<file path="src/design/sacm_pkg.sv">
// Shared types and constants for the sonar approach and collision monitor.
package sacm_pkg;

   localparam int SENSOR_COUNT          = 7;
   localparam int HISTORY_DEPTH_DEFAULT = 4;
   localparam int IDX_W                 = 3;
   localparam int DIST_W                = 16;
   localparam int QUEUE_DEPTH           = 2;

   localparam logic [DIST_W-1:0]       THRESHOLD_RESET = 16'd300;
   // front sonars 1..3, side and rear sonars 0, 4, 5, 6
   localparam logic [SENSOR_COUNT-1:0] FRONT_MASK      = 7'b0001110;
   localparam logic [SENSOR_COUNT-1:0] SIDE_MASK       = 7'b1110001;

   typedef struct packed {
      logic [IDX_W-1:0]  sensor_index;
      logic [DIST_W-1:0] distance;
   } req_type;

   typedef struct packed {
      logic                    approaching;
      logic                    stop_command;
      logic [SENSOR_COUNT-1:0] risk_mask;
   } rsp_type;

   typedef struct packed {
      logic              write_en;
      logic [IDX_W-1:0]  sensor;
      logic [DIST_W-1:0] distance;
   } cmd_type;

endpackage

</file>
<file path="src/design/sacm_front.sv">
// Front end: accepts readings and classifies them into commands for the queue.
module sacm_front (
   input  logic             req_valid,
   output logic             req_ready,
   input  sacm_pkg::req_type req_payload,
   output logic             push,
   input  logic             push_ready,
   output sacm_pkg::cmd_type cmd
);
   import sacm_pkg::*;

   assign req_ready = push_ready;
   assign push      = req_valid;

   always_comb begin
      // an out-of-range sensor still yields a result but touches no sonar history
      cmd.write_en = (req_payload.sensor_index < IDX_W'(SENSOR_COUNT));
      cmd.sensor   = req_payload.sensor_index;
      cmd.distance = req_payload.distance;
   end

endmodule

</file>
<file path="src/design/sacm_queue.sv">
// Small command queue between the front and back ends.
module sacm_queue (
   input  logic              clock,
   input  logic              reset,
   input  logic              in_valid,
   output logic              in_ready,
   input  sacm_pkg::cmd_type in_data,
   output logic              out_valid,
   input  logic              out_ready,
   output sacm_pkg::cmd_type out_data
);
   import sacm_pkg::*;

   localparam int PTR_W = (QUEUE_DEPTH > 1) ? $clog2(QUEUE_DEPTH) : 1;
   localparam int CNT_W = $clog2(QUEUE_DEPTH + 1);

   cmd_type          entry_ff [QUEUE_DEPTH];
   logic [PTR_W-1:0] wr_ptr_ff, wr_ptr_in;
   logic [PTR_W-1:0] rd_ptr_ff, rd_ptr_in;
   logic [CNT_W-1:0] count_ff, count_in;
   logic             do_push, do_pop;

   assign in_ready  = (count_ff != CNT_W'(QUEUE_DEPTH));
   assign out_valid = (count_ff != '0);
   assign out_data  = entry_ff[rd_ptr_ff];
   assign do_push   = in_valid && in_ready;
   assign do_pop    = out_valid && out_ready;

   always_comb begin
      wr_ptr_in = wr_ptr_ff;
      rd_ptr_in = rd_ptr_ff;
      count_in  = count_ff;
      if (do_push) begin
         wr_ptr_in = (wr_ptr_ff == PTR_W'(QUEUE_DEPTH - 1)) ? '0 : wr_ptr_ff + 1'b1;
      end
      if (do_pop) begin
         rd_ptr_in = (rd_ptr_ff == PTR_W'(QUEUE_DEPTH - 1)) ? '0 : rd_ptr_ff + 1'b1;
      end
      if (do_push && !do_pop) begin
         count_in = count_ff + 1'b1;
      end else if (!do_push && do_pop) begin
         count_in = count_ff - 1'b1;
      end
   end

   always_ff @(posedge clock) begin
      if (reset) begin
         wr_ptr_ff <= '0;
         rd_ptr_ff <= '0;
         count_ff  <= '0;
      end else begin
         wr_ptr_ff <= wr_ptr_in;
         rd_ptr_ff <= rd_ptr_in;
         count_ff  <= count_in;
      end
   end

   always_ff @(posedge clock) begin
      if (do_push) begin
         entry_ff[wr_ptr_ff] <= in_data;
      end
   end

endmodule

</file>
<file path="src/design/sacm_back.sv">
// Back end: per-sensor history state, approach and collision evaluation, result register.
module sacm_back #(
   parameter int HISTORY_DEPTH = sacm_pkg::HISTORY_DEPTH_DEFAULT
) (
   input  logic                          clock,
   input  logic                          reset,
   input  logic                          cmd_valid,
   output logic                          cmd_ready,
   input  sacm_pkg::cmd_type             cmd,
   input  logic                          csr_write,
   input  logic [sacm_pkg::DIST_W-1:0]   csr_wdata,
   output logic                          rsp_valid,
   input  logic                          rsp_ready,
   output sacm_pkg::rsp_type             rsp_payload
);
   import sacm_pkg::*;

   localparam int CNT_W = $clog2(HISTORY_DEPTH + 1);
   localparam logic [CNT_W-1:0] FILL_FULL = CNT_W'(HISTORY_DEPTH);
   localparam logic [CNT_W-1:0] RUN_FULL  = CNT_W'(HISTORY_DEPTH - 1);

   // History is kept as newest reading, fill count and length of the
   // strictly falling run ending at the newest reading.
   logic [DIST_W-1:0]       last_ff  [SENSOR_COUNT];
   logic [DIST_W-1:0]       last_in  [SENSOR_COUNT];
   logic [CNT_W-1:0]        fill_ff  [SENSOR_COUNT];
   logic [CNT_W-1:0]        fill_in  [SENSOR_COUNT];
   logic [CNT_W-1:0]        run_ff   [SENSOR_COUNT];
   logic [CNT_W-1:0]        run_in   [SENSOR_COUNT];
   logic [SENSOR_COUNT-1:0] latch_ff, latch_in;
   logic [DIST_W-1:0]       threshold_ff;
   logic                    rsp_valid_ff;
   rsp_type                 rsp_ff, rsp_in;
   logic                    pop;

   assign cmd_ready   = !rsp_valid_ff || rsp_ready;
   assign pop         = cmd_valid && cmd_ready;
   assign rsp_valid   = rsp_valid_ff;
   assign rsp_payload = rsp_ff;

   always_comb begin
      logic approach;
      logic stop;
      approach = 1'b0;
      stop     = 1'b0;
      latch_in = latch_ff;
      for (int s = 0; s < SENSOR_COUNT; s++) begin
         last_in[s] = last_ff[s];
         fill_in[s] = fill_ff[s];
         run_in[s]  = run_ff[s];
         if (cmd.write_en && (cmd.sensor == IDX_W'(s))) begin
            last_in[s] = cmd.distance;
            if (fill_ff[s] != FILL_FULL) begin
               fill_in[s] = fill_ff[s] + 1'b1;
            end
            if ((fill_ff[s] != '0) && (cmd.distance < last_ff[s])) begin
               if (run_ff[s] != RUN_FULL) begin
                  run_in[s] = run_ff[s] + 1'b1;
               end
            end else begin
               run_in[s] = '0;
            end
         end
      end
      for (int s = 0; s < SENSOR_COUNT; s++) begin
         if (FRONT_MASK[s] && (fill_in[s] == FILL_FULL) && (run_in[s] == RUN_FULL)) begin
            approach = 1'b1;
         end
         if (SIDE_MASK[s] && (fill_in[s] != '0)) begin
            if (last_in[s] < threshold_ff) begin
               if (!latch_ff[s]) begin
                  stop = 1'b1;
               end
               latch_in[s] = 1'b1;
            end else begin
               latch_in[s] = 1'b0;
            end
         end
      end
      rsp_in.approaching  = approach;
      rsp_in.stop_command = stop;
      rsp_in.risk_mask    = latch_in;
   end

   always_ff @(posedge clock) begin
      if (reset) begin
         for (int s = 0; s < SENSOR_COUNT; s++) begin
            fill_ff[s] <= '0;
            run_ff[s]  <= '0;
         end
         latch_ff     <= '0;
         threshold_ff <= THRESHOLD_RESET;
         rsp_valid_ff <= 1'b0;
      end else begin
         if (csr_write) begin
            threshold_ff <= csr_wdata;
         end
         if (pop) begin
            for (int s = 0; s < SENSOR_COUNT; s++) begin
               fill_ff[s] <= fill_in[s];
               run_ff[s]  <= run_in[s];
            end
            latch_ff     <= latch_in;
            rsp_valid_ff <= 1'b1;
         end else if (rsp_ready) begin
            rsp_valid_ff <= 1'b0;
         end
      end
   end

   always_ff @(posedge clock) begin
      if (pop) begin
         for (int s = 0; s < SENSOR_COUNT; s++) begin
            last_ff[s] <= last_in[s];
         end
         rsp_ff <= rsp_in;
      end
   end

endmodule

</file>
<file path="src/design/sonar_approach_collision_monitor.sv">
// Sonar approach and collision monitor, top level.
//
// req channel: one reading (sensor_index, distance) per transfer.
// rsp channel: one result (approaching, stop_command, risk_mask) per reading,
//   in order. approaching flags a front sonar (1..3) whose last HISTORY_DEPTH
//   readings fall strictly; risk_mask holds the collision latch of sonars
//   0, 4, 5 and 6; stop_command marks a latch newly set by this reading.
// csr channel: write of the risk threshold (tenths of cm), always ready;
//   write only while no reading is in flight.
// A reading passes the queue and then the result register on its way to rsp.
//   Throughput: one reading per cycle while rsp_ready stays high; the back end
//   evaluates all sonars in the single cycle in which it takes a command.
// A two-entry queue decouples the front end from the back end, so req_ready
//   drops only once the result register is held by rsp_ready low and the
//   queue has filled.
// Reset: histories empty, latches clear, threshold 300 (30.0 cm); no result
//   pending. A sensor index of seven changes no history but still gets a result.
module sonar_approach_collision_monitor #(
   parameter int HISTORY_DEPTH = sacm_pkg::HISTORY_DEPTH_DEFAULT
) (
   input  logic                        clock,
   input  logic                        reset,
   input  logic                        req_valid,
   output logic                        req_ready,
   input  sacm_pkg::req_type           req_payload,
   output logic                        rsp_valid,
   input  logic                        rsp_ready,
   output sacm_pkg::rsp_type           rsp_payload,
   input  logic                        csr_valid,
   output logic                        csr_ready,
   input  logic [sacm_pkg::DIST_W-1:0] csr_wdata
);
   import sacm_pkg::*;

   logic    push, push_ready;
   cmd_type push_cmd;
   logic    q_valid, q_ready;
   cmd_type q_cmd;

   assign csr_ready = 1'b1;

   sacm_front u_front (
      .req_valid   (req_valid),
      .req_ready   (req_ready),
      .req_payload (req_payload),
      .push        (push),
      .push_ready  (push_ready),
      .cmd         (push_cmd)
   );

   sacm_queue u_queue (
      .clock     (clock),
      .reset     (reset),
      .in_valid  (push),
      .in_ready  (push_ready),
      .in_data   (push_cmd),
      .out_valid (q_valid),
      .out_ready (q_ready),
      .out_data  (q_cmd)
   );

   sacm_back #(
      .HISTORY_DEPTH (HISTORY_DEPTH)
   ) u_back (
      .clock       (clock),
      .reset       (reset),
      .cmd_valid   (q_valid),
      .cmd_ready   (q_ready),
      .cmd         (q_cmd),
      .csr_write   (csr_valid && csr_ready),
      .csr_wdata   (csr_wdata),
      .rsp_valid   (rsp_valid),
      .rsp_ready   (rsp_ready),
      .rsp_payload (rsp_payload)
   );

   // front sonars never latch a collision
   a_front_no_risk: assert property (@(posedge clock) disable iff (reset)
      rsp_valid |-> ((rsp_payload.risk_mask & FRONT_MASK) == '0))
      else $error("front sonar collision latch set");

   // a stop pulse always comes with a set latch
   a_stop_has_risk: assert property (@(posedge clock) disable iff (reset)
      (rsp_valid && rsp_payload.stop_command) |-> (rsp_payload.risk_mask != '0))
      else $error("stop without latched risk");

   // no result straight out of reset
   a_reset_idle: assert property (@(posedge clock)
      (!reset && $past(reset)) |-> !rsp_valid)
      else $error("result valid after reset");

endmodule

</file>
<file path="config.mk">
export PLATFORM = sky130hd
export DESIGN_NAME = sonar_approach_collision_monitor
export DESIGN_NICKNAME = d
export VERILOG_FILES = /design/src/design/sacm_pkg.sv /design/src/design/sacm_front.sv /design/src/design/sacm_queue.sv /design/src/design/sacm_back.sv /design/src/design/sonar_approach_collision_monitor.sv
export SDC_FILE = /design/constraint.sdc
export NUM_CORES = 1
export LEC_CHECK = 0
export ABC_CLOCK_PERIOD_IN_PS = 4000
export BUFFER_PORTS_ARGS = -buffer_cell sky130_fd_sc_hd__buf_2
export CAP_MARGIN = 20
export CORE_AREA = 2 2 140 142
export CTS_CLUSTER_DIAMETER = 100
export CTS_CLUSTER_SIZE = 28
export DETAILED_ROUTE_END_ITERATION = 8
export DIE_AREA = 0 0 142 144
export PLACE_DENSITY = 0.81
export REMOVE_ABC_BUFFERS = 1
export SYNTH_ARGS = -nofsm -noshare
export SYNTH_HDL_FRONTEND = slang
export SYNTH_SLANG_ARGS = --single-unit
</file>
<file path="constraint.sdc">
create_clock -name clock -period 4 [get_ports clock]
set_input_delay 0 -clock clock [delete_from_list [all_inputs] [get_ports clock]]
set_output_delay 0 -clock clock [all_outputs]
set_load 0.01 [all_outputs]
</file>
* Word level (Yosys, flattened, before mapping)
Memory sizes are Yosys's and may differ from the RTL's. A register that Yosys moved wholly into a read port is not among the register bits.
Index checks and enable logic that the tools add are counted.
** Storage, ports and cells
- Output and inout bits :: 12
- Memories :: 4
- Bits of input ports :: 40
- Register bits after elaboration :: 31
- Word-level logic and storage cells :: 218
- Memory bits (writable) :: 194
** Operators by class
- Bitwise gates (word level) :: 14
- Reductions and logical operators :: 41
- Equality and inequality tests :: 27
- Muxes and demuxes :: 93
- $lt $le $gt $ge :: 12
- Add/subtract/negate cells :: 18
** Memory list
- u_back.last_ff :: words 7, width 16, read ports 7, clocked after memory_dff 0, write ports 7, line sacm_back.sv:24 : logic [DIST_W-1:0] last_ff [SENSOR_COUNT];
- u_queue.entry_ff :: words 2, width 20, read ports 1, clocked after memory_dff 1, write ports 1, line sacm_queue.sv:17 : cmd_type entry_ff [QUEUE_DEPTH];
- u_back.fill_ff :: words 7, width 3, read ports 7, clocked after memory_dff 0, write ports 7, line sacm_back.sv:26 : logic [CNT_W-1:0] fill_ff [SENSOR_COUNT];
- u_back.run_ff :: words 7, width 3, read ports 7, clocked after memory_dff 0, write ports 7, line sacm_back.sv:28 : logic [CNT_W-1:0] run_ff [SENSOR_COUNT];
** Operator list (count)
- $lt 16x16->1 :: 11
- $mux 3 :: 49
- $mux 16 :: 7
- $add 3x1->3 const B :: 14
- $mux 1 :: 35
- $reduce_bool 3->1 :: 11
- $logic_and 1x1->1 :: 21
- $ne 3x2->1 const B :: 7
- $ne 3x3->1 const B :: 7
- $eq 3x3->1 const B :: 6
- $eq 3x2->1 const B :: 5
- $or 1x1->1 :: 14
- $reduce_bool 2->1 :: 3
- $mux 2 :: 2
- $eq 3x1->1 const B :: 1
- $logic_not 1->1 :: 3
- $logic_not 3->1 :: 1
- $lt 3x3->1 const B :: 1
- $add 1x1->1 const B :: 2
- $add 2x1->2 const B :: 1
- $ne 2x2->1 const B :: 1
- $reduce_or 2->1 :: 1
- $sub 2x1->2 const B :: 1
- $logic_or 1x1->1 :: 1

* Longest topological paths before layout
- Word-level depth :: 15
- Gate-level depth with buffers :: 16
- Mapped depth without buffers :: 12

* Cells and area by module
Synthesis repeated with hierarchy kept, for this count alone.
** Second synthesis, totals
- Cells, all modules :: 1057
- Area total of the unflattened synthesis :: 11776.3 um^2
** Modules (own cells, without submodules)
- sacm_back :: instances 1, cells each 947, area an instance 9943.3 um^2, sequential area each 4864.7 um^2
- sacm_queue :: instances 1, cells each 86, area an instance 1659.1 um^2, sequential area each 1301.2 um^2
- sacm_front :: instances 1, cells each 22, area an instance 162.7 um^2, sequential area each 0.0 um^2
- sonar_approach_collision_monitor :: instances 1, cells each 2, area an instance 11.3 um^2, sequential area each 0.0 um^2

* Worst setup path after synthesis
No wires, ideal clock.
- Kind :: register to register
- Start point :: register with a tool-made name
- End point :: register u_back.rsp_ff, in the netlist u_back.rsp_payload[4] (data pin)
- Setup slack :: 0.703 ns
- Required time :: 3.740 ns
- Cell stages (with the launch flop) :: 12
- Setup time :: 0.260 ns
- Period minus slack after synthesis :: 3.297 ns
- Arrival time :: 3.037 ns
- Path buffers :: 3
- Path through :: dfxtp_1 buf_6 buf_6 buf_1 mux2i_1 o21ai_0 ha_1 nand4_1 or4_1 a211oi_1 nor3_1 mux2_2
** RTL lines
- end signal, assigned :: line sacm_back.sv:116 : rsp_ff <= rsp_in;
- end, declared :: line sacm_back.sv:33 : rsp_type rsp_ff, rsp_in;

==> results.yml <==
logic_synthesis:
  synth_area_um2: 11500
  async_flop_share_pct: 0
  ys_seq_area_share_pct: 53.6
  yosysTopAreaCellShare_pct: 49.1
  synthFlopType: "edfxtp_1"
  yosysUniqueCellTypes: 64
  avgSynthCellArea_um2: 11.2
  yosys_warnings: 0
  ys_seq_elements: 214
  synth-edff-count: 188
  yosysTopAreaCell: "edfxtp_1"
  syn_inst: 1032
  synth_area_leaders: "edfxtp_1 49%, ha_1 13%, dfxtp_1 4.5%"
pwr:
  power_frac_clock_pct: 14.6
  ir_worst_vdd_mv: 0.549
  switchingPower_uw: 3270
  p_int_uw: 5290
  swShare_pct: 38.2
  combPwrFrac_pct: 42.5
  power.density_nw_per_um2: 669
  p_leak_uw: 0.00532
  seqPwrFrac_pct: 42.9
floorplan:
  row_count: 51
  ioPinCount: 52
  die-height_um: 144
  die_w_um: 142
  dieArea_um2: 20400
  initial_utilization_pct: 60.3
  core_area_um2: 19100
setup_path:
  crit_chain: "buf_4 > mux2i_1 > a21oi_1 > ha_1 > nand4_1 > nor3_1 > buf_4 > nand4_1 > a311oi_1 > nor4b_4 > nand2b_1 > nand3_1"
  crit_path_max_fanout: 9
  cpPeakStageDelay_ns: 0.62
  worstPathArrival_ns: 3.87
  worstRegToRegCells: 12
  reg2reg_to: "u_back.rsp_payload[7]$_DFFE_PP_"
  cp-start-kind: "flop"
  worstPathRequired_ns: 4.23
  rrSetupSlack_ns: 0.36
  crit_path_top_delay_cell: "mux2i_1"
  crit_type: "reg2reg"
  critical_path.endpoint_type: "flop"
drt:
  drt-total-wl_um: 24700
  drt-wirelength-per-cell_um: 18.1
  vias: 8085
  drt_iter0_markers: 706
  ant_nets: 0
  drc_errors: 0
  viasPerCell: 5.92
  dr.pass1.iters: 5
sta:
  rsz0062_at_grt: "no"
  period_needed_ns: 3.64
  fin_worst_skew_ns: 0.0165
  relSlewSlack_pct: 30.4
  finalHoldViolations: 0
  timing.final.crit_share_pct: 90.9
  max_freq_mhz: 275
  finalSetupViolations: 0
  fin_ws_ns: 0.364
  slew_violations: 0
  worst_slew_pin_slew_ns: 1.04
worst_hold_path:
  hp-class: "in2reg"
  holdPathStages: 3
  whs_endpoint: "u_back.threshold_ff[5]$_SDFFE_PP1P_"
  min_from: "reset"
finish:
  nets: 1287
  fin_cells: 1366
  mostFrequentLayoutCells: "188 x edfxtp_1, 123 x ha_1, 114 x inv_1"
  nFillCells: 1409
  diodes: 0
  drive_above_1_share_pct: 9.04
  layout_commonest_cell: "edfxtp_1"
  syn2layout_area_growth_pct: 11.2
  final_util_pct: 67.1
  fin_area_um2: 12800
placement:
  numPlacedInstances: 1310
  routabilityCongestion: 0.861
  port_buffers: 47
  dp_slack_ns: 0.152
  place_area_um2: 12100
  hpwl_um: 17700
clock_tree:
  clockBufferDepth: 3
  h-tree-depth: 1
  clkLatencyLatePin_ns: 0.47
  path_clk_slew_ns: 0.11
  numCtsBuffers: 11
  clockRootBuffer: "clkbuf_16"
  cts_tree: "built"
  cts.sinks: 214
outcome:
  status: "complete, no violations"
global_routing:
  antenna_found_initial: 0
  grt-ovfl-total: 0
  grt_pass1_vias: 7978
  grt_first_pass_wirelength_um: 40000
  grt_max_degree: 79
  grtUsageTotal_pct: 24.8
job:
  cap_violations: 0
==> cells by family (layout without fill, tap and decap cells) <==
family | Yosys count | count (layout) | share of synthesized area (%)
and+or+nand+nor | 265 | 265 | 11.2
AOI/OAI and AO/OA | 222 | 222 | 11.6
DFF | 214 | 214 | 53.6
buffers and inverters | 148 | 242 | 5.25
adders and majority gates | 123 | 123 | 13.4
muxes | 44 | 44 | 3.86
xor gates and xnor gates | 14 | 14 | 1.07
other | 2 | 4 | 0.0653
==> how the worst max path moves through the flow <==
stage / startpoint / to / slack [ns] / cells after the start
after CTS: u_queue.entry_ff[1][19]$_DFFE_PP_ / u_back.rsp_payload[7]$_DFFE_PP_ / 0.05 / 11
final: flop / u_back.rsp_payload[7]$_DFFE_PP_ / 0.36 / 12
after detailed placement: u_queue.entry_ff[1][19]$_DFFE_PP_ / u_back.rsp_payload[7]$_DFFE_PP_ / 0.15 / 11
after floorplan: flop / u_back.rsp_payload[4]$_DFFE_PP_ / -0.43 / 9
after global routing: flop / u_back.rsp_payload[7]$_DFFE_PP_ / 0.06 / 11
after global placement: flop / u_back.rsp_payload[5]$_DFFE_PP_ / 0.27 / 12
==> per-stage QoR <==
stage | power (uW) | hold slack [ns] | setup TNS [ns]
3_3_place_gp | 7070 | 0.188 | 0
4_1_cts | 8540 | 0.0192 | 0
6_report | 8560 | 0.0348 | 0
2_1_floorplan | 6140 | 0.0691 | -0.958
3_5_place_dp | 7280 | 0.191 | 0
5_1_grt | 9170 | 0.0328 | 0
==> critical path, delay by kind of cell, from the launching register on <==
family / cells / cell delay, ns
DFF: 1 / 0.44
and+or+nand+nor: 6 / 0.91
AOI/OAI and AO/OA: 2 / 0.62
adders and majority gates: 1 / 0.34
muxes: 1 / 0.62
buffers and inverters: 2 / 0.46
==> flip-flops by register name (all words and copies together) (netlist names), named ones only <==
register	flops
u_back.fill_ff	21
u_back.last_ff	112
u_back.latch_ff	4
u_back.rsp_payload	6
u_back.rsp_valid	1
u_back.run_ff	9
u_back.threshold_ff	16
u_queue.count_ff	2
u_queue.entry_ff	40
u_queue.rd_ptr_ff	1
u_queue.wr_ptr_ff	1
==> layer usage <==
layer  share of wire (%)  track usage (%)  up-vias
met5                   0                0        -
met4                 3.1             8.63        0
met3                 4.9             2.45       45
met2                  50             44.0      218
met1                  42             32.1     3900
li1                    -                -     3922
==> cells in the mapped netlist, drive strengths merged, types with 8 or more instances <==
| cell | count |
|---|---|
| edfxtp | 188 |
| ha | 123 |
| inv | 116 |
| nor2 | 92 |
| a21oi | 85 |
| nand2 | 79 |
| o21ai | 59 |
| mux2i | 41 |
| dfxtp | 26 |
| nand4 | 18 |
| clkbuf | 17 |
| a21o | 16 |
| buf | 15 |
| nor3 | 14 |
| a211oi | 12 |
| nand3 | 12 |
| xnor2 | 10 |
| o211ai | 8 |
==> power groups by stage <==
stage               logic, uW  registers (uW)  clock network, uW
finish                   3640            3670               1250
global route             4100            3740               1330
CTS                      3610            3670               1260
detailed placement       3560            3720                  0
global placement         3370            3690                  0
floorplan                2450            3700                  0
==> repair_timing <==
item	4_1_cts	5_1_grt
setup buffers	0	0
endpoints found under the setup margin	0	2
resized for setup	0	1
hold buffers	37	0
hold endpoints to repair	58	0
==> area by class of cell <==
cell class	count	area, um2	share of cell area, %
inverter	116	435	3.40
multi-input combinational	672	4750	37.1
clock buffer	16	315	2.46
clock inverter	1	8.76	0.0684
timing repair buffer	109	821	6.41
sequential	214	6170	48.2
tap	238	298	2.33
(Power assumes the default switching activity.)
